===== src/rtl/core/bfa_ram.sv =====
// Generic simple dual-port RAM, one write and one registered read port.
// No dependencies.
module bfa_ram #(
  parameter int WIDTH = 8,
  parameter int DEPTH = 256
) (
  input  logic                     clk,
  input  logic                     we,
  input  logic [$clog2(DEPTH)-1:0] waddr,
  input  logic [WIDTH-1:0]         wdata,
  input  logic [$clog2(DEPTH)-1:0] raddr,
  output logic [WIDTH-1:0]         rdata
);

  logic [WIDTH-1:0] mem [DEPTH];

  always_ff @(posedge clk) begin
    if (we) begin
      mem[waddr] <= wdata;
    end
    rdata <= mem[raddr];
  end

endmodule


===== config.mk =====
export PLATFORM = sky130hd
export DESIGN_NAME = bfa_ram
export DESIGN_NICKNAME = d
export VERILOG_FILES = /design/src/rtl/core/bfa_ram.sv
export SDC_FILE = /design/constraint.sdc
export NUM_CORES = 2
export LEC_CHECK = 0
export CAP_MARGIN = 10
export CORE_UTILIZATION = 45
export DETAILED_ROUTE_END_ITERATION = 12
export DONT_BUFFER_PORTS = 1
export PLACE_DENSITY = 0.64
export SKIP_LAST_GASP = 1
export SYNTH_ARGS = -nofsm -noshare
export SYNTH_HDL_FRONTEND = slang
export SYNTH_SLANG_ARGS = --single-unit

===== constraint.sdc =====
create_clock -name clk -period 2.12 [get_ports clk]
set_input_delay 0.106 -clock clk [delete_from_list [all_inputs] [get_ports clk]]
set_output_delay 0.106 -clock clk [all_outputs]
set_load 0.05 [all_outputs]

==> impl_metrics.csv <==
group,metric,value,unit
outcome,result_of_the_run,"complete, but fails checks",
outcome,failed_checks,"hold timing, slew limit, setup timing",
critical_path,cpMostUsedCell,"buf_4",
logic_synthesis,net_count_after_synthesis,3759,
critical_path,worst-endpoint-required,2.86,ns
critical_path,timing.reg2reg.setup_slack,-0.16,ns
cells_and_area,layout_commonest_cell,"edfxtp_1",
cells_and_area,area_growth_syn_to_layout,15.5,%
route,route.vias.total,39900,
logic_synthesis,synth_area,79600,µm²
route,wl_met1,80.9,mm
logic_synthesis,synthDistinctLibCells,55,
timing,setup_viol_count_final,8,
placed_design,numPortBuffers,0,
floorplanning,die_w,422,µm
global_route,global_route.usage.total,21.7,%
power_and_ir_drop,total_leakage_power,29.2,nW
timing,rsz_0062_raised_after_global_routing,"yes",
clock_network,postCtsSetupBuffers,0,
critical_path,critPathTopFamily,"simple AND/OR/NAND/NOR gates",
route,avgViaCountPerCell,5.96,
route,avgRoutedWirePerCell,29.7,µm
global_route,maximum_number_of_pins_on_one_net_before_global_route_repair,579,
logic_synthesis,gate_count_of_the_mapped_netlist,3733,
logic_synthesis,yosys_warnings,0,
route,detailroute.wirelength.met2,95.5,mm
timing,hold-worst-slack,-0.609,ns
global_route,grt_antenna_before_repair,6,
logic_synthesis,ys_async_sr_fraction,0,%
placed_design,routabilityCongestion,0.844,
global_route,number_of_global_route_vias_before_repair,39400,
clock_network,cts_made_buffers,195,
clock_network,postCtsHoldBufs,15,
floorplanning,fp.dieH,422,µm
global_route,grt_first_pass_wirelength,280,mm
clock_network,worstSkewPairLatency,0.83,ns
floorplanning,placeableCoreArea,175000,µm²
floorplanning,boundaryPins,34,
cells_and_area,nFillCells,13500,
timing,relSlewSlack,-47.5,%
route,wl_met3,17.0,mm
placed_design,post-place-cells,6305,
placed_design,placedInstanceArea,84900,µm²
cells_and_area,layout.area.seq,61700,µm²
clock_network,htree_levels,4,
timing,highest_attainable_clock_frequency,342,MHz
route,top_signal_layer_used,"met4",
timing,actual_transition_at_the_worst_max_transition_pin,2.21,ns
critical_path,crit_path_end_kind,"flip-flop",
critical_path,start_kind,"input port",
critical_path,crit_chain,"or3b_2 > buf_4 > buf_4 > o22ai_1 > o21ai_0 > nand3_1 > nor4_2 > buf_4 > nor4_2",
critical_path,worst-setup-path-type,"input port to flip-flop",
logic_synthesis,synth_edf_count,2048,
clock_network,clock_sinks,2056,
timing,skew,0.0250,ns
cells_and_area,post_route_cells_drive_above_1_share,29.0,%
critical_path,timing.critical_path.arrival,3.67,ns
route,drt-total-wl,199,mm
cells_and_area,mostFrequentLayoutCells,"edfxtp_1, buf_4, mux4_2",
floorplanning,design.die.area,178000,µm²
clock_network,tritoncts,"yes",
power_and_ir_drop,power_density,900,nW/µm²
critical_path,worstPathBufferInverterCount,3,
critical_path,r2r_start,"mem[100][0]",
worst_hold_path,min-delay-path-class,"input port to flip-flop",
floorplanning,initial_utilization,45.5,%
power_and_ir_drop,vdd.ir_drop.worst,0.756,mV
power_and_ir_drop,total_power,82.7,mW
clock_network,cts.clk_slew.worst_paths,0.06,ns
critical_path,max_stage_delay,1.12,ns
floorplanning,rows,153,
logic_synthesis,ys_dominant_reg_cell,"edfxtp_1",
cells_and_area,fin_nets,4231,
logic_synthesis,ys_seq_elements,2056,
worst_hold_path,hp-start,"wdata[7]",
clock_network,cts_buffer_depth,3,
worst_hold_path,hold_depth,0,
critical_path,destination_of_the_worst_register_to_register_timing_path,"rdata[0]",
timing,layout_min_cycle_time,2.92,ns
route,drc,0,
cells_and_area,final_cell_area,91900,µm²
cells_and_area,finalNonFillerCells,6700,
placed_design,hpwlAfterDp,108,mm
cells_and_area,multi_input_area,16700,µm²
critical_path,worst_path_max_delay_cell,"or3b_2",
critical_path,r2r.worst_path.cells,8,
global_route,grt.overflow.total,0,
route,drt_first_iter_violations,5153,
timing,worst_slack,-0.803,ns
timing,timing.final.crit_share,138,%
logic_synthesis,mean_area_per_synthesized_cell,21.3,µm²
route,ant_nets,0,
logic_synthesis,synth-seq-area-share,77.5,%
critical_path,critical_path_peak_fanout,446,
timing,number_of_max_slew_violations_in_the_final_report,208,
route,drt_pass1_iterations,5,
timing,hold_viol,1779,
clock_network,cts-root-buf,"clkbuf_16",
run,max_cap_viol_count,0,
worst_hold_path,hold_path_end,"mem[223][7]",
==> worst max path at each step <==
| stage | start | end | slack [ns] | cells after the start |
|---|---|---|---|---|
| 2_1_floorplan | raddr[0] | rdata[2] | 0.08 | 9 |
| 3_3_place_gp | raddr[0] | rdata[2] | -0.68 | 7 |
| 3_5_place_dp | raddr[0] | rdata[2] | -0.75 | 7 |
| 4_1_cts | mem[87][1] | rdata[1] | -0.14 | 6 |
| 5_1_grt | mem[84][1] | rdata[1] | -0.19 | 6 |
| 6_report | raddr[1] | rdata[4] | -0.80 | 9 |
==> area by class of cell <==
cell class / instances / share of cell area [%]
flip-flops and latches: 2056 / 67.1
multi-input cells: 1442 / 18.2
clock buffers: 253 / 5.65
repair buffers: 508 / 4.75
well taps: 2325 / 3.17
clock inverters: 111 / 1.16
inverters: 2 / 0.00817
diodes: 3 / 0.00817
==> logic make-up after synthesis <==
| kind of cell | count (synthesis) | share of synthesized area (%) |
|---|---|---|
| buffers and inverters | 235 | 1.83 |
| muxes | 591 | 14.6 |
| DFF | 2056 | 77.5 |
| and+or+nand+nor | 466 | 2.63 |
| AOI/OAI and AO/OA | 385 | 3.42 |
==> metrics by stage <==
stage          utilization [%]  setup TNS, ns  setup WS, ns
2_1_floorplan                -              0        0.0761
6_report                  52.6          -5.13        -0.803
3_3_place_gp              48.6          -3.65        -0.678
5_1_grt                   52.6          -1.01        -0.193
3_5_place_dp              48.6          -4.03        -0.749
4_1_cts                   52.3         -0.692        -0.138
==> synthesized netlist by cell type (all sizes together), types with 4 or more instances <==
| library cell | number | area, µm² |
|---|---|---|
| a2111oi | 5 | 52.6 |
| o32ai | 5 | 51.3 |
| o221ai | 47 | 418 |
| mux2i | 134 | 1340 |
| o22ai | 28 | 175 |
| nor2 | 282 | 1060 |
| o21ai | 12 | 60.1 |
| nand3 | 34 | 170 |
| a22o | 8 | 70.1 |
| nor4 | 27 | 188 |
| dfxtp | 8 | 160 |
| o211ai | 10 | 75.1 |
| nor2b | 31 | 194 |
| a22oi | 133 | 998 |
| a211oi | 16 | 120 |
| nor3 | 22 | 110 |
| or2 | 4 | 25.0 |
| buf | 122 | 1030 |
| a221oi | 14 | 129 |
| edfxtp | 2048 | 61500 |
| mux4 | 456 | 10300 |
| and2 | 6 | 37.5 |
| clkbuf | 111 | 417 |
| nand2 | 33 | 124 |
| nand2b | 8 | 50.1 |
| nand4 | 10 | 62.6 |
| o22a | 5 | 43.8 |
| a21oi | 96 | 480 |
==> registers in the layout, summed over array words and instances (netlist names) <==
name and flops:
mem 2048, rdata 8
==> metal layers <==
metal / track usage (%) / vias up
met5: 0 / -
met4: 6.70 / 0
met3: 3.87 / 295
met2: 34.4 / 1810
met1: 30.7 / 21200
li1: - / 16600
==> timing repair <==
item	4_1_cts	5_1_grt
resized for setup	20	19
pin swaps	13	6
endpoints found under the setup margin	8	114
gates cloned	0	9
endpoints found under the hold margin	3063	2053
==> worst reg2reg max path, stage by stage (launching register included) <==
cell and delay [ns]:
edfxtp_1 0.37, mux4_2 0.45, nor2b_1 0.14, a211oi_1 0.29, buf_4 0.19, nor3_1 0.10, nor4_2 0.34, buf_4 0.23
nor4_2 0.07
==> where the power goes <==
group          leakage [nW]  internal, mW  switching [mW]
combinational          7.66          1.60            1.76
sequential             18.5          44.8           0.202
clock                  3.04          19.5            14.9
Note: power is estimated with default switching activity, not from simulation.
